**src/avcc_header_to_annexb_defines.svh**
```systemverilog
`ifndef AVCC_HEADER_TO_ANNEXB_DEFINES_SVH
`define AVCC_HEADER_TO_ANNEXB_DEFINES_SVH

// same-cycle implication check
`define AVCCAB_ASSERT_NOW(label, ante, cons) \
  label: assert property (@(posedge clk) disable iff (!rst_n) (ante) |-> (cons)) \
    else $error("avccab check failed");

// next-cycle implication check
`define AVCCAB_ASSERT_NEXT(label, ante, cons) \
  label: assert property (@(posedge clk) disable iff (!rst_n) (ante) |=> (cons)) \
    else $error("avccab check failed");

`endif

```
**src/avccab_pkg.sv**
```systemverilog
package avccab_pkg;

  localparam int unsigned LEN_W  = 25;
  localparam int unsigned SIZE_W = 3;
  localparam int unsigned IDX_W  = 3;

  localparam logic [7:0] SPS_COUNT_MASK  = 8'h1F;
  localparam logic [7:0] SIZE_MASK       = 8'h03;
  localparam logic [7:0] START_CODE_ZERO = 8'h00;
  localparam logic [7:0] START_CODE_LAST = 8'h01;

  localparam logic KIND_STREAM  = 1'b0;
  localparam logic KIND_SUMMARY = 1'b1;

  // work handed from the parser to the emitter
  typedef struct packed {
    logic                 start;
    logic                 pay;
    logic                 sum;
    logic [7:0]           data;
    logic [LEN_W-1:0]     hlen;
    logic [SIZE_W-1:0]    lsize;
    logic                 trunc;
  } cmd_t;

endpackage

```
**src/avccab_front.sv**
```systemverilog
module avccab_front (
  input  logic               clk,
  input  logic               rst_n,
  input  logic               in_valid,
  output logic               in_ready,
  input  logic [7:0]         in_byte,
  input  logic               in_last,
  output logic               cmd_valid,
  input  logic               cmd_ready,
  output avccab_pkg::cmd_t   cmd
);

  typedef enum logic [5:0] {
    PH_HEADER  = 6'b000001,
    PH_LEN_HI  = 6'b000010,
    PH_LEN_LO  = 6'b000100,
    PH_PAYLOAD = 6'b001000,
    PH_COUNT   = 6'b010000,
    PH_DONE    = 6'b100000
  } phase_t;

  phase_t                             phase_r, phase_nxt;
  logic [avccab_pkg::IDX_W-1:0]       hidx_r, hidx_nxt;
  logic [7:0]                         entries_r, entries_nxt;
  logic                               pps_r, pps_nxt;
  logic [7:0]                         len_hi_r, len_hi_nxt;
  logic [15:0]                        pay_left_r, pay_left_nxt;
  logic [avccab_pkg::SIZE_W-1:0]      size_r, size_nxt;
  logic [avccab_pkg::LEN_W-1:0]       bytes_r, bytes_nxt;
  logic [7:0]                         entries_dec;
  phase_t                             finish_phase;
  logic                               accept;
  logic                               emit_start;
  logic                               emit_pay;

  assign in_ready = cmd_ready;
  assign accept   = in_valid & in_ready;

  assign entries_dec  = entries_r - 8'd1;
  assign finish_phase = (entries_dec != 8'd0) ? PH_LEN_HI : (pps_r ? PH_DONE : PH_COUNT);

  always_comb begin
    phase_nxt    = phase_r;
    hidx_nxt     = hidx_r;
    entries_nxt  = entries_r;
    pps_nxt      = pps_r;
    len_hi_nxt   = len_hi_r;
    pay_left_nxt = pay_left_r;
    size_nxt     = size_r;
    emit_start   = 1'b0;
    emit_pay     = 1'b0;
    case (phase_r)
      PH_HEADER: begin
        if (hidx_r == avccab_pkg::IDX_W'(4)) begin
          size_nxt = {1'b0, in_byte[1:0] & avccab_pkg::SIZE_MASK[1:0]} + 3'd1;
        end
        if (hidx_r == avccab_pkg::IDX_W'(5)) begin
          entries_nxt = in_byte & avccab_pkg::SPS_COUNT_MASK;
          pps_nxt     = 1'b0;
          phase_nxt   = ((in_byte & avccab_pkg::SPS_COUNT_MASK) != 8'd0) ? PH_LEN_HI : PH_COUNT;
          hidx_nxt    = '0;
        end else begin
          hidx_nxt = hidx_r + avccab_pkg::IDX_W'(1);
        end
      end
      PH_LEN_HI: begin
        len_hi_nxt = in_byte;
        phase_nxt  = PH_LEN_LO;
      end
      PH_LEN_LO: begin
        emit_start   = 1'b1;
        pay_left_nxt = {len_hi_r, in_byte};
        if ({len_hi_r, in_byte} != 16'd0) begin
          phase_nxt = PH_PAYLOAD;
        end else begin
          entries_nxt = entries_dec;
          phase_nxt   = finish_phase;
        end
      end
      PH_PAYLOAD: begin
        emit_pay     = 1'b1;
        pay_left_nxt = pay_left_r - 16'd1;
        if (pay_left_r == 16'd1) begin
          entries_nxt = entries_dec;
          phase_nxt   = finish_phase;
        end
      end
      PH_COUNT: begin
        entries_nxt = in_byte;
        pps_nxt     = 1'b1;
        phase_nxt   = (in_byte != 8'd0) ? PH_LEN_HI : PH_DONE;
      end
      default: begin
      end
    endcase
  end

  always_comb begin
    bytes_nxt = bytes_r;
    if (emit_start) begin
      bytes_nxt = bytes_r + avccab_pkg::LEN_W'(4);
    end else if (emit_pay) begin
      bytes_nxt = bytes_r + avccab_pkg::LEN_W'(1);
    end
  end

  always_comb begin
    cmd.start = emit_start;
    cmd.pay   = emit_pay;
    cmd.sum   = in_last;
    cmd.data  = in_byte;
    cmd.hlen  = bytes_nxt;
    cmd.lsize = size_nxt;
    cmd.trunc = !((phase_nxt == PH_COUNT) || (phase_nxt == PH_DONE));
  end

  assign cmd_valid = accept & (emit_start | emit_pay | in_last);

  always_ff @(posedge clk) begin
    if (!rst_n) begin
      phase_r    <= PH_HEADER;
      hidx_r     <= '0;
      entries_r  <= '0;
      pps_r      <= 1'b0;
      len_hi_r   <= '0;
      pay_left_r <= '0;
      size_r     <= avccab_pkg::SIZE_W'(1);
      bytes_r    <= '0;
    end else if (accept) begin
      if (in_last) begin
        // record done, start over
        phase_r    <= PH_HEADER;
        hidx_r     <= '0;
        entries_r  <= '0;
        pps_r      <= 1'b0;
        len_hi_r   <= '0;
        pay_left_r <= '0;
        size_r     <= avccab_pkg::SIZE_W'(1);
        bytes_r    <= '0;
      end else begin
        phase_r    <= phase_nxt;
        hidx_r     <= hidx_nxt;
        entries_r  <= entries_nxt;
        pps_r      <= pps_nxt;
        len_hi_r   <= len_hi_nxt;
        pay_left_r <= pay_left_nxt;
        size_r     <= size_nxt;
        bytes_r    <= bytes_nxt;
      end
    end
  end

endmodule

```
**src/avccab_cmdq.sv**
```systemverilog
module avccab_cmdq #(
  parameter int unsigned DEPTH = 2
) (
  input  logic              clk,
  input  logic              rst_n,
  input  logic              push,
  input  avccab_pkg::cmd_t  push_cmd,
  output logic              not_full,
  input  logic              pop,
  output logic              head_valid,
  output avccab_pkg::cmd_t  head_cmd
);

  localparam int unsigned PTR_W = (DEPTH > 1) ? $clog2(DEPTH) : 1;
  localparam int unsigned CNT_W = $clog2(DEPTH + 1);

  avccab_pkg::cmd_t   mem_r [DEPTH];
  logic [PTR_W-1:0]   wr_ptr_r, wr_ptr_nxt;
  logic [PTR_W-1:0]   rd_ptr_r, rd_ptr_nxt;
  logic [CNT_W-1:0]   count_r, count_nxt;
  logic               do_push;
  logic               do_pop;

  assign not_full   = (count_r != CNT_W'(DEPTH));
  assign head_valid = (count_r != '0);
  assign head_cmd   = mem_r[rd_ptr_r];
  assign do_push    = push & not_full;
  assign do_pop     = pop & head_valid;

  always_comb begin
    wr_ptr_nxt = wr_ptr_r;
    rd_ptr_nxt = rd_ptr_r;
    count_nxt  = count_r;
    if (do_push) begin
      wr_ptr_nxt = (wr_ptr_r == PTR_W'(DEPTH - 1)) ? '0 : wr_ptr_r + PTR_W'(1);
    end
    if (do_pop) begin
      rd_ptr_nxt = (rd_ptr_r == PTR_W'(DEPTH - 1)) ? '0 : rd_ptr_r + PTR_W'(1);
    end
    if (do_push && !do_pop) begin
      count_nxt = count_r + CNT_W'(1);
    end else if (!do_push && do_pop) begin
      count_nxt = count_r - CNT_W'(1);
    end
  end

  always_ff @(posedge clk) begin
    if (!rst_n) begin
      wr_ptr_r <= '0;
      rd_ptr_r <= '0;
      count_r  <= '0;
    end else begin
      wr_ptr_r <= wr_ptr_nxt;
      rd_ptr_r <= rd_ptr_nxt;
      count_r  <= count_nxt;
    end
  end

  always_ff @(posedge clk) begin
    if (do_push) begin
      mem_r[wr_ptr_r] <= push_cmd;
    end
  end

endmodule

```
**src/avccab_back.sv**
```systemverilog
module avccab_back (
  input  logic                            clk,
  input  logic                            rst_n,
  input  logic                            cmd_valid,
  input  avccab_pkg::cmd_t                cmd,
  output logic                            cmd_pop,
  output logic                            out_valid,
  input  logic                            out_ready,
  output logic                            out_kind,
  output logic [7:0]                      out_byte,
  output logic                            out_last,
  output logic [avccab_pkg::LEN_W-1:0]    out_header_length,
  output logic [avccab_pkg::SIZE_W-1:0]   out_length_size,
  output logic                            out_truncated
);

  logic [2:0]                        step_r, step_nxt;
  logic                              out_valid_r;
  logic                              kind_r, kind_nxt;
  logic [7:0]                        byte_r, byte_nxt;
  logic                              last_r, last_nxt;
  logic [avccab_pkg::LEN_W-1:0]      hlen_r, hlen_nxt;
  logic [avccab_pkg::SIZE_W-1:0]     lsize_r, lsize_nxt;
  logic                              trunc_r, trunc_nxt;
  logic [2:0]                        total;
  logic                              load;

  assign load  = cmd_valid & (!out_valid_r | out_ready);
  assign total = (cmd.start ? 3'd4 : 3'd0) + {2'b0, cmd.pay} + {2'b0, cmd.sum};

  always_comb begin
    kind_nxt  = avccab_pkg::KIND_STREAM;
    byte_nxt  = avccab_pkg::START_CODE_ZERO;
    hlen_nxt  = '0;
    lsize_nxt = '0;
    trunc_nxt = 1'b0;
    last_nxt  = (step_r == total - 3'd1);
    if (cmd.start && step_r < 3'd4) begin
      byte_nxt = (step_r == 3'd3) ? avccab_pkg::START_CODE_LAST : avccab_pkg::START_CODE_ZERO;
    end else if (cmd.pay && step_r == 3'd0) begin
      byte_nxt = cmd.data;
    end else begin
      kind_nxt  = avccab_pkg::KIND_SUMMARY;
      hlen_nxt  = cmd.hlen;
      lsize_nxt = cmd.lsize;
      trunc_nxt = cmd.trunc;
    end
    step_nxt = step_r;
    if (load) begin
      step_nxt = last_nxt ? 3'd0 : step_r + 3'd1;
    end
  end

  assign cmd_pop = load & last_nxt;

  always_ff @(posedge clk) begin
    if (!rst_n) begin
      step_r      <= '0;
      out_valid_r <= 1'b0;
    end else begin
      step_r <= step_nxt;
      if (load) begin
        out_valid_r <= 1'b1;
      end else if (out_ready) begin
        out_valid_r <= 1'b0;
      end
    end
  end

  always_ff @(posedge clk) begin
    if (load) begin
      kind_r  <= kind_nxt;
      byte_r  <= byte_nxt;
      last_r  <= last_nxt;
      hlen_r  <= hlen_nxt;
      lsize_r <= lsize_nxt;
      trunc_r <= trunc_nxt;
    end
  end

  assign out_valid         = out_valid_r;
  assign out_kind          = kind_r;
  assign out_byte          = byte_r;
  assign out_last          = last_r;
  assign out_header_length = hlen_r;
  assign out_length_size   = lsize_r;
  assign out_truncated     = trunc_r;

endmodule

```
**src/avcc_header_to_annexb.sv**
```systemverilog
// Converts an AVC decoder configuration record, one byte per request, into the
// Annex B parameter set stream: each SPS and PPS entry comes out as 00 00 00 01
// followed by its payload, and the byte flagged in_last adds a summary result
// with the total output length, the NAL length size and a truncation flag.
// Header bytes, the PPS count byte and a length field's high byte produce no
// output; a payload byte produces one result and is taken every cycle while the
// command queue has room. A length field's low byte produces four start code
// results, which the emitter drives one per cycle through its output register
// while out_ready is high; the command queue, two entries by default, still
// takes the next request at once; the one after waits until the start code pops.

`include "avcc_header_to_annexb_defines.svh"

module avcc_header_to_annexb #(
  parameter int unsigned QUEUE_DEPTH = 2
) (
  input  logic                            clk,
  input  logic                            rst_n,
  input  logic                            in_valid,
  output logic                            in_ready,
  input  logic [7:0]                      in_byte,
  input  logic                            in_last,
  output logic                            out_valid,
  input  logic                            out_ready,
  output logic                            out_kind,
  output logic [7:0]                      out_byte,
  output logic                            out_last,
  output logic [avccab_pkg::LEN_W-1:0]    out_header_length,
  output logic [avccab_pkg::SIZE_W-1:0]   out_length_size,
  output logic                            out_truncated
);

  avccab_pkg::cmd_t  front_cmd;
  avccab_pkg::cmd_t  head_cmd;
  logic              front_valid;
  logic              q_not_full;
  logic              head_valid;
  logic              head_pop;
  logic              sum_out;
  logic              stream_out;

  avccab_front u_front (
    .clk       (clk),
    .rst_n     (rst_n),
    .in_valid  (in_valid),
    .in_ready  (in_ready),
    .in_byte   (in_byte),
    .in_last   (in_last),
    .cmd_valid (front_valid),
    .cmd_ready (q_not_full),
    .cmd       (front_cmd)
  );

  avccab_cmdq #(
    .DEPTH (QUEUE_DEPTH)
  ) u_cmdq (
    .clk        (clk),
    .rst_n      (rst_n),
    .push       (front_valid),
    .push_cmd   (front_cmd),
    .not_full   (q_not_full),
    .pop        (head_pop),
    .head_valid (head_valid),
    .head_cmd   (head_cmd)
  );

  avccab_back u_back (
    .clk               (clk),
    .rst_n             (rst_n),
    .cmd_valid         (head_valid),
    .cmd               (head_cmd),
    .cmd_pop           (head_pop),
    .out_valid         (out_valid),
    .out_ready         (out_ready),
    .out_kind          (out_kind),
    .out_byte          (out_byte),
    .out_last          (out_last),
    .out_header_length (out_header_length),
    .out_length_size   (out_length_size),
    .out_truncated     (out_truncated)
  );

  assign sum_out    = out_valid && (out_kind == avccab_pkg::KIND_SUMMARY);
  assign stream_out = out_valid && (out_kind == avccab_pkg::KIND_STREAM);

  `AVCCAB_ASSERT_NOW(a_sum_is_last, sum_out, out_last)
  `AVCCAB_ASSERT_NOW(a_sum_size_set, sum_out, out_length_size != '0)
  `AVCCAB_ASSERT_NOW(a_stream_no_len, stream_out, out_header_length == '0)
  `AVCCAB_ASSERT_NOW(a_stream_clean, stream_out, out_length_size == '0 && !out_truncated)
  `AVCCAB_ASSERT_NEXT(a_out_hold, out_valid && !out_ready, out_valid && $stable(out_byte))

endmodule
```
**config.mk**
```make
export PLATFORM = sky130hd
export DESIGN_NAME = avcc_header_to_annexb
export DESIGN_NICKNAME = d
export VERILOG_FILES = /design/src/avccab_pkg.sv /design/src/avccab_front.sv /design/src/avccab_cmdq.sv /design/src/avccab_back.sv /design/src/avcc_header_to_annexb.sv
export VERILOG_INCLUDE_DIRS = /design/src /design/src/src
export SDC_FILE = /design/constraint.sdc
export NUM_CORES = 1
export LEC_CHECK = 0
export ABC_AREA = 1
export CAP_MARGIN = 20
export CORE_ASPECT_RATIO = 1.2
export CORE_UTILIZATION = 31
export CTS_CLUSTER_SIZE = 40
export DETAILED_ROUTE_END_ITERATION = 10
export DONT_BUFFER_PORTS = 1
export PLACE_DENSITY = 0.54
export SETUP_SLACK_MARGIN = 0.2
export SLEW_MARGIN = 40
export SYNTH_ARGS = -nofsm -noshare
export SYNTH_HDL_FRONTEND = slang
export SYNTH_SLANG_ARGS = --single-unit
export TNS_END_PERCENT = 5
```
**constraint.sdc**
```tcl
create_clock -name clk -period 5.1 [get_ports clk]
set_input_delay 0.255 -clock clk [delete_from_list [all_inputs] [get_ports clk]]
set_output_delay 0.255 -clock clk [all_outputs]
set_load 0.1 [all_outputs]
```
Word level (Yosys, flattened, before mapping). Memory sizes are Yosys's and may differ from the RTL's. A register that Yosys moved wholly into a read port is not among the register bits. Index checks and enable logic that the tools add are counted.

Memory bits (writable): 80. Memories kept: 1. Bits of input ports: 13. Flip-flop bits (word level): 117.

Order comparisons: 1. Reductions and logical operators: 28. Mux-type cells: 48. Bitwise operators: 9. Add/subtract/negate cells: 14. Equality and inequality tests: 16.

Memories: u_cmdq.mem_r (depth 2, bits a word 40, read ports 1, clocked after memory_dff 1, wr ports 1, RTL line avccab_cmdq.sv:17) `avccab_pkg::cmd_t mem_r [DEPTH];`.

Operator list (count): 2-to-1 mux 25 bit (3); 2-to-1 mux 8 bit (8); 2-to-1 mux 6 bit (7); case mux 16 bit (2 select lines) (1); case mux 8 bit (4 select lines) (1); case mux 6 bit (5 select lines) (1); adder 25 x 1 -> 25 bit, second input constant (1); adder 25 x 3 -> 25 bit, second input constant (1); 2-to-1 mux 3 bit (8); nonzero test 8 bit (3); == test 16 x 1 -> 1 bit, second input constant (1); 2-to-1 mux 16 bit (1); nonzero test 16 bit (1); subtractor 16 x 1 -> 16 bit, second input constant (1); 2-to-1 mux 1 bit (14); == test 6 x 5 -> 1 bit, second input constant (2); nonzero test 2 bit (5); subtractor 8 x 1 -> 8 bit, second input constant (1); adder 3 x 1 -> 3 bit (2); adder 3 x 1 -> 3 bit, second input constant (2); AND 1 bit (6); == test 3 bit, second input constant (2); == test 6 x 1 -> 1 bit, second input constant (1); == test 6 x 2 -> 1 bit, second input constant (1); other kinds (28) (42).

Depth between registers and ports, before layout. Gate-level depths: netlist of run 1.

Depth in word-level cells: 10. Depth in mapped cells: 14. Gate-level depth less buffers: 14.

Hierarchy. A second synthesis of run 1 with hierarchy kept.

Cell total of the unflattened synthesis: 1057. Area total of the unflattened synthesis: 9791.9 um2.

Modules (own cells, without submodules): avccab_front (cells each 727, times used 1, area each 4758.3 um2); avccab_cmdq (cells each 161, times used 1, area each 3140.5 um2); avccab_back (cells each 169, times used 1, area each 1893.1 um2).

Worst setup path before layout of run 1. Ideal clock, no wire load.

Kind: flip-flop to flip-flop. Start: register u_back.out_valid_r (netlist: u_back.out_valid). End: register u_cmdq.count_r[1]. Slack: 0.880 ns. Library setup time: 0.122 ns. Path buffers: 0. Clock period less this slack: 4.220 ns. Data required time: 4.978 ns. Arrival: 4.098 ns. Stages on the path, launching flop included: 10. Cells stage by stage: dfxtp_1 inv_1 nor2_1 a21oi_1 nand2_1 ha_1 a21oi_1 o21ai_0 o21ai_0 a21oi_1.

Cells in the longest elaborated chain, start to end: 8. Elaborated cells on any way between the ends: 10. Classes of those cells: mux: 1; bitwise: 4; reduce/logical: 5.

RTL lines: start, declared (RTL line avccab_back.sv:18) `logic out_valid_r;`; start signal, assigned (RTL line avccab_back.sv:59) `out_valid_r <= 1'b0;`; start signal, assigned (RTL line avccab_back.sv:63) `out_valid_r <= 1'b1;`; start signal, assigned (RTL line avccab_back.sv:65) `out_valid_r <= 1'b0;`; zero test 1 bit (*) (RTL line avccab_back.sv:28) `assign load = cmd_valid & (!out_valid_r | out_ready);`; bitwise OR 1 bit (*) (RTL line avccab_back.sv:28); AND 1 bit (*) (RTL line avccab_back.sv:28); net u_back.load (RTL line avccab_back.sv:26) `logic load;`; AND 1 bit (*) (RTL line avccab_back.sv:54) `assign cmd_pop = load & last_nxt;`; AND 1 bit (*) (RTL line avccab_cmdq.sv:28) `assign do_pop = pop & head_valid;`; zero test 1 bit (RTL line avccab_cmdq.sv:40) `if (do_push && !do_pop) begin`; logical AND 1 bit (RTL line avccab_cmdq.sv:40); 2-to-1 mux 2 bit or nonzero test 2 bit (tied branches); end signal, assigned (RTL line avccab_cmdq.sv:55) `count_r <= count_nxt;`; end, declared (RTL line avccab_cmdq.sv:20) `logic [CNT_W-1:0] count_r, count_nxt;`.

Mark *: on every way through the listed nets, which the timed path passes. The rest lies on a longest branch. A chain may end at the register's enable or synchronous reset.

Worst setup path after layout of run 1.
Start: register u_cmdq.count_r[0]. End: memory u_cmdq.mem_r[1][12] in the netlist's numbering, enable pin.

Cells in the longest elaborated chain, start to end: 6.

RTL lines: inequality test 2 bit (*) (RTL line avccab_cmdq.sv:24) `assign not_full = (count_r != CNT_W'(DEPTH));`; net in_ready (RTL line avcc_header_to_annexb.sv:20) `output logic in_ready,`; AND 1 bit (RTL line avccab_front.sv:37) `assign accept = in_valid & in_ready;`; AND 1 bit (RTL line avccab_front.sv:117) `assign cmd_valid = accept & (emit_start | emit_pay | in_last);`; AND 1 bit (*) (RTL line avccab_cmdq.sv:27) `assign do_push = push & not_full;`; 2-to-1 mux 1 bit (*) (RTL line avccab_cmdq.sv:60) `if (do_push) begin`; 2-to-1 mux 1 bit (implied by the code) (*) (RTL line avccab_cmdq.sv:61) `mem_r[wr_ptr_r] <= push_cmd;`; end, declared (RTL line avccab_cmdq.sv:17).

Marks and branches as above.

==> results of run 1 <==
[registers in the layout (all words and copies together) (netlist names), 2 cells and up, named ones only]
register and count:
u_front.entries_r 8, u_front.phase_r 6, u_back.out_byte 8, u_back.out_length_size 3, u_front.size_r 3, u_front.hidx_r 3, u_cmdq.count_r 2, u_back.out_header_length 25
u_front.bytes_r 25, u_front.pay_left_r 16, u_cmdq.mem_r 80, u_front.len_hi_r 8, u_back.step_r 3
[per-layer routing]
layer / global-route usage / wire (µm)
met4: 0.0505 / 295
met5: 0 / 0
met3: 0.0205 / 532
met2: 0.255 / 10700
met1: 0.190 / 10200
[synth_stat cells (all sizes together) (2+ instances only)]
master  instances
mux2            2
ha             13
o21bai          3
nor3           12
edfxtp        119
o21ai          48
a211oi          3
clkbuf         21
xor2           17
nand4          11
o22ai           3
inv            95
nand3          49
nand3b          5
mux2i           2
xnor2           7
o211ai         11
buf            14
dfxtp          79
a21oi         119
nor2           96
nand2         304
or2             2
[kinds of logic (layout without fill, tap and decap cells)]
family	count (synthesis)	in the layout
xor+xnor	24	24
mux	4	4
fa+ha+maj	13	13
simple gates	481	481
flops	198	198
compound gates	192	192
buf+inv	130	153
[area by class of cell]
type / instances / area [µm²]
clock buffers: 21 / 450
clock inverters: 11 / 146
inverters: 95 / 357
fillers: 2982 / 19000
multi-input cells: 714 / 3690
well taps: 390 / 488
flip-flops and latches: 198 / 5160
repair buffers: 26 / 293
[what timing repair did]
| action | CTS | global route |
|---|---|---|
| hold buffers | 11 | 0 |
| gates resized for setup | 0 | 0 |
| endpoints found under the hold margin | 37 | 0 |
[power groups by stage]
stage | Sequential (mW) | Clock, mW | Combinational (mW)
after floorplan | 3.31 | 0 | 0.620
after global placement | 3.33 | 0 | 0.818
after detailed placement | 3.13 | 0 | 1.11
after CTS | 3.10 | 1.41 | 1.13
after global routing | 3.09 | 1.47 | 1.29
final | 3.06 | 1.38 | 1.16
[stage by stage]
stage | worst slack, ps | total power [mW] | hold WS [ps]
after floorplan | 880 | 3.93 | 354
after global placement | 1810 | 4.15 | 331
after detailed placement | 2070 | 4.24 | 332
after CTS | 2060 | 5.64 | 10.5
after global routing | 1840 | 5.85 | 45.1
final | 2110 | 5.61 | 31.2
[cell usage in the layout (no fill, tap or decap), types with 3 or more instances in the layout]
cell type / instances
o21ai_2: 6
nand3b_1: 5
o21ai_0: 35
o21ai_1: 4
a21oi_1: 115
o211ai_1: 10
clkbuf_16: 18
nor2_2: 14
xor2_2: 3
ha_1: 13
xnor2_1: 7
inv_1: 83
o22ai_1: 3
bufinv_16: 3
nand3_1: 44
buf_4: 7
nor3_1: 11
o21bai_1: 3
edfxtp_1: 119
nor2_1: 71
nand4_1: 11
clkbuf_1: 3
inv_6: 3
o21ai_4: 3
nor2_4: 11
xor2_1: 14
dfxtp_1: 78
dlygate4sd3_1: 11
nand3_2: 3
nand2_2: 6
inv_2: 12
buf_8: 7
nand2_1: 296
[worst min path at each step]
stage,cells past startpoint,slack [ps],to,start
6_report,3,30,u_front.entries_r[7],in_last
5_1_grt,3,50,u_front.entries_r[7],in_last
4_1_cts,3,10,u_front.entries_r[7],in_last
3_5_place_dp,1,330,u_front.size_r[0],rst_n
3_3_place_gp,1,330,u_front.phase_r[0],rst_n
2_1_floorplan,0,350,u_cmdq.mem_r[0][29],in_byte[0]
[tightest hold or removal path, cell delays in order]
cell	delay (ps)
o21ai_0	70
nand2_1	70
nor2_1	40
==> out/results.tsv, run 1 <==
metric	value	unit
R2R Path Start	u_cmdq.count_r[0]	
CTS root buf	clkbuf_16	
Syn Std Cell Area	0.00933	mm²
PortBufs	0	
PD cells	530	mW/mm²
post-synthesis sequential area ratio	0.552	
final setup vio count	0	
WL/cell	15.0	µm
post-synthesis xor/xnor area fraction	0.0249	
die area	0.0308	mm²
Worst EP arrival	3090	ps
initial antenna violation count	0	
internal power	3.13	mW
drt via density	4.71	
RSZ-0062 raised after global routing	false	
WS Path Type	flip-flop to flip-flop	
Seq pwr share	0.546	
status	finished, final reports clean	
Synth Flop Type	edfxtp_1	
Crit Path Max Fanout	34	
Placed Cells incl. Taps	1411	
largest net degree at the start of global routing	48	
share of the synthesized area in the top cell type	0.383	
switching power	2.48	mW
I/O pin count	54	
area leader, netlist	edfxtp_1	
crit path capture type	flip-flop	
Finished Core Util	0.357	
latest clock arrival within the worst-skew pair	440	ps
asr flop ratio synth	0	
type of origin of the critical path	flip-flop	
Placement Cell Area	0.00984	mm²
synthesis-to-finish area growth	13.3	%
Simple-Gate Fraction of Synth Area	0.226	
Cell Count, Final, Fillers Out	1455	
Post-CTS Repair Setup Buffers	0	
H-tree Lvls	4	
syn nets	1068	
Chip Width	160	µm
Final period util	0.587	
Routed WL	21800	µm
Net Sw Frac	0.442	
global-route wire length before repair	35800	µm
crit path from	u_cmdq.count_r[0]	
Worst slew margin	0.405	
total negative slack	0	ps
design area	0.0106	mm²
CTS Buf Count	17	
Netlist cell types	50	
Post-synth EDFFs	119	
antenna-violating nets left	0	
Min-Delay Path Class	primary input to flip-flop	
nets	1078	
DR iter-0 viols	431	
Synth Instances	1042	
Clock Skews	20.6	ps
Clock Tree Buf Depth	2	
Clock power frac	0.246	
#FFs+latches synth	198	
CTS tree	yes	
mux share of post-synthesis cell area	0.00456	
row cnt	69	
CTS clock-pin slew for the worst setup and hold paths	80	ps
Starting Density	0.315	
Worst EP required	5200	ps
peak per-stage delay on the critical path	460	ps
worst slew pin tran	895	ps
clk sinks	198	
cells along the critical path	inv_2, nand2_2, nand2_1, buf_4, inv_1, o21ai_4, nor2_4, buf_4	
Pleak	3.80	nW
Avg Cell Area, Syn	8.96	µm²
synth top area cells	edfxtp_1, dfxtp_1, nand2_1, a21oi_1, inv_1	
Levels on crit path	8	
flop2flop setup slack	2110	ps
drt pass-1 iters	5	
placeable core area	0.0296	mm²
Die Span Y	192	µm
Final Hold Violating Endpoints	0	
Final Max Tran Viols	0	
largest family of logic cells by synthesized area	simple AND/OR/NAND/NOR gates	
crit path time final	2990	ps
VDD IR max	0.000348	V
fraction of layout cells with a size suffix above 1	0.108	
Syn. warnings	0	
r2r endpoint	u_cmdq.mem_r[1][12]	
f_max	334	MHz
total global routing overflow	0	
R2R cell count	8	
CP max stage cell	nor2_4	
adder and majority cell fraction of the synthesized area	0.0174	
max_cap viols	0	
Synth Area in Compound Gates	0.119	
ANT cells	0	
combinational share of power	0.207	
cell class contributing the biggest share of worst-path delay	buffers and inverters	
vias in the first global route	6674	
Setup crit end	u_cmdq.mem_r[1][12]	
gp weighted congestion	0.843	
Tot GR Track Use	0.148	
vias	6857	
CP bufs+invs	4	
# DRC	0	
Critical Path Most Common Cell	buf_4	
post-DP HPWL	14500	µm
(Power assumes the default switching activity.)
==> run 2: changes to the inputs <==
--- a/config.mk
+++ b/config.mk
@@ -6,7 +6,7 @@
 export SDC_FILE = /design/constraint.sdc
 export NUM_CORES = 1
 export LEC_CHECK = 0
-export ABC_AREA = 1
+export ABC_AREA = 0
 export CAP_MARGIN = 20
 export CORE_ASPECT_RATIO = 1.2
 export CORE_UTILIZATION = 31
==> constraint.sdc (replaced) <==
create_clock -name clk -period 2.8 [get_ports clk]
set_input_delay 0.14 -clock clk [delete_from_list [all_inputs] [get_ports clk]]
set_output_delay 0.14 -clock clk [all_outputs]
set_load 0.1 [all_outputs]
==> out/results.tsv, run 2 <==
metric	value	unit	change
global-route wire length before repair	34200	µm	was 35800 µm
#FFs+latches synth	198		unchanged
synth top area cells	edfxtp_1, dfxtp_1, mux2i_1, nor2_1, xnor2_1		was edfxtp_1, dfxtp_1, nand2_1, a21oi_1, inv_1
I/O pin count	54		unchanged
post-synthesis sequential area ratio	0.559		was 0.552
total negative slack	0	ps	unchanged
WS Path Type	flip-flop to flip-flop		unchanged
Placement Cell Area	0.00988	mm²	was 0.00984 mm²
CTS tree	yes		unchanged
row cnt	68		was 69
crit path from	u_front.entries_r[0]		was u_cmdq.count_r[0]
total global routing overflow	0		unchanged
Pleak	3.66	nW	was 3.80 nW
latest clock arrival within the worst-skew pair	440	ps	about the same
ANT cells	0		unchanged
CTS Buf Count	17		unchanged
cell class contributing the biggest share of worst-path delay	simple AND/OR/NAND/NOR gates		was buffers and inverters
Post-synth top cells	edfxtp_1, dfxtp_1, nor2_1		was nand2_1, edfxtp_1, a21oi_1
Worst EP arrival	2630	ps	was 3090 ps
most frequent cells in the layout	edfxtp_1, dfxtp_1, nor2_1		was nand2_1, edfxtp_1, a21oi_1
Post-synth EDFFs	119		unchanged
Final period util	0.878		was 0.587
area leader, netlist	edfxtp_1		unchanged
Die Span Y	191	µm	was 192 µm
Seq. cell area	0.00516	mm²	about the same
synthesis-to-finish area growth	16.0	%	was 13.3%
final setup vio count	0		unchanged
r2r endpoint	u_cmdq.mem_r[0][0]		was u_cmdq.mem_r[1][12]
placeable core area	0.0290	mm²	was 0.0296 mm²
cells along the critical path	inv_1, ha_2, or3b_4, or4_1, and3_1, a31oi_2, o21a_1, o211ai_1		was inv_2, nand2_2, nand2_1, buf_4, inv_1, o21ai_4, nor2_4, buf_4
drt via density	5.01		was 4.71
crit path time final	2460	ps	was 2990 ps
largest net degree at the start of global routing	73		was 48
Final Hold Violating Endpoints	0		unchanged
area of the multi-input gates	0.00386	mm²	was 0.00369 mm²
R2R Path Start	u_front.entries_r[0]		was u_cmdq.count_r[0]
initial antenna violation count	0		unchanged
Chip Width	160	µm	about the same
Synth Flop Type	edfxtp_1		unchanged
Avg Cell Area, Syn	11.0	µm²	was 8.96 µm²
Routed WL	21200	µm	was 21800 µm
status	finished, final reports clean		unchanged
# DRC	0		unchanged
Worst EP required	2970	ps	was 5200 ps
top-count cell post-synth	edfxtp_1		was nand2_1
Worst slew margin	0.404		was 0.405
Largest register FFs	80		unchanged
commonest non-fill, non-tap cell in the layout	edfxtp_1		was nand2_1
drt pass-1 iters	4		was 5
CTS root buf	clkbuf_16		unchanged
Clock Tree Buf Depth	2		unchanged
CTS clock-pin slew for the worst setup and hold paths	80	ps	about the same
Syn Std Cell Area	0.00923	mm²	was 0.00933 mm²
syn nets	867		was 1068
antenna-violating nets left	0		unchanged
CP max stage cell	or4_1		was nor2_4
Netlist cell types	77		was 50
flop2flop setup slack	340	ps	was 2110 ps
post-DP HPWL	13200	µm	was 14500 µm
mux share of post-synthesis cell area	0.0517		was 0.00456
DR iter-0 viols	543		was 431
Crit Path Max Fanout	6		was 34
fraction of layout cells with a size suffix above 1	0.114		was 0.108
f_max	407	MHz	was 334 MHz
vias in the first global route	6141		was 6674
setup ws final	341	ps	was 2110 ps
Tot GR Track Use	0.145		was 0.148
Syn. warnings	0		unchanged
vias	6289		was 6857
R2R cell count	8		unchanged
Synth Instances	841		was 1042
Largest Register	u_cmdq.mem_r		unchanged
Clock Skews	12.0	ps	was 20.6 ps
largest family of logic cells by synthesized area	simple AND/OR/NAND/NOR gates		unchanged
peak per-stage delay on the critical path	420	ps	was 460 ps
die area	0.0305	mm²	was 0.0308 mm²
Setup crit end	u_cmdq.mem_r[0][0]		was u_cmdq.mem_r[1][12]
Synth Area in Compound Gates	0.132		was 0.119
RSZ-0062 raised after global routing	true		was false
Starting Density	0.318		was 0.315
PortBufs	0		unchanged
Simple-Gate Fraction of Synth Area	0.170		was 0.226
Levels on crit path	8		unchanged
nets	883		was 1078
asr flop ratio synth	0		unchanged
VDD IR max	0.000707	V	was 0.000348 V
H-tree Lvls	4		unchanged
Final Max Tran Viols	0		unchanged
DP Worst Slack	224	ps	was 2070 ps
design area	0.0107	mm²	was 0.0106 mm²
share of the synthesized area in the top cell type	0.387		was 0.383
max_cap viols	0		unchanged
post-synthesis xor/xnor area fraction	0.0389		was 0.0249
crit path capture type	flip-flop		unchanged
CP bufs+invs	1		was 4
PD cells	914	mW/mm²	was 530 mW/mm²
gp weighted congestion	0.786		was 0.843
Finished Core Util	0.369		was 0.357
adder and majority cell fraction of the synthesized area	0.0176		was 0.0174
worst slew pin tran	895	ps	about the same
clk sinks	198		unchanged
number of fillers in the final layout	2840		was 2982
Min-Delay Path Class	primary input to flip-flop		unchanged
type of origin of the critical path	flip-flop		unchanged
WL/cell	16.9	µm	was 15.0 µm
## run 2: worst reg2reg max path: cells and delay by family, from the launching register on
kind	cells	cell delay (ps)
adders and majority gates	1	210
DFF	1	360
AOI/OAI and AO/OA	3	480
and+or+nand+nor	3	1030
buffers and inverters	1	90
## run 2: what timing repair did
item	CTS	global route
resized for setup	1	6
endpoints found under the setup margin	1	7
pin swaps	0	2
hold buffers	12	0
endpoints found under the hold margin	97	0
buffers inserted	0	3
## run 2: cell type report
| class | count | area share |
|---|---|---|
| clock buffers | 17 | 0.0397 |
| repair buffers | 44 | 0.0505 |
| flip-flops and latches | 198 | 0.482 |
| well taps | 385 | 0.0450 |
| multi-input cells | 575 | 0.360 |
| inverters | 21 | 0.00748 |
| clock inverters | 15 | 0.0148 |
## run 2: per-layer routing
| layer | global-route usage | up-vias | wire [µm] |
|---|---|---|---|
| met4 | 0.0643 | 0 | 569 |
| met3 | 0.0295 | 36 | 774 |
| li1 | - | 3131 | - |
| met1 | 0.183 | 3010 | 9830 |
| met5 | 0 | - | 0 |
| met2 | 0.238 | 112 | 10000 |
## run 2: through the flow
stage | std cells | hold slack (ps) | total power, mW
after floorplan | 841 | 239 | 6.70
after global placement | 1200 | 224 | 7.07
after detailed placement | 1206 | 226 | 7.29
after CTS | 1250 | 0.752 | 9.80
after global routing | 1255 | 6.98 | 10.1
final | 1255 | 10.1 | 9.78
## run 2: logic make-up after synthesis
logic type,count (synthesis)
AND/OR/NAND/NOR,291
adder cells (fa/ha/maj),13
AO/OA/AOI/OAI,184
flip-flops,198
buffers and inverters,68
multiplexers,46
XOR/XNOR,41
## run 2: worst min-delay path by stage
stage	startpoint	to	slack (ps)	cells after the start
floorplan	in_byte[0]	u_cmdq.mem_r[0][29]	240	0
global placement	rst_n	u_front.size_r[0]	220	1
detailed placement	rst_n	u_front.size_r[0]	230	1
CTS	in_last	u_front.hidx_r[1]	0.8	4
global route	rst_n	u_front.pay_left_r[14]	7	2
finish	in_byte[2]	u_front.pay_left_r[2]	10	4
## run 2: report_power, final
group / internal, mW / total (mW) / switching (mW) / leakage (nW)
sequential: 3.64 / 5.42 / 1.78 / 1.73
combinational: 0.668 / 1.90 / 1.24 / 1.65
clock: 1.27 / 2.45 / 1.18 / 0.279
total: 5.58 / 9.78 / 4.20 / 3.66
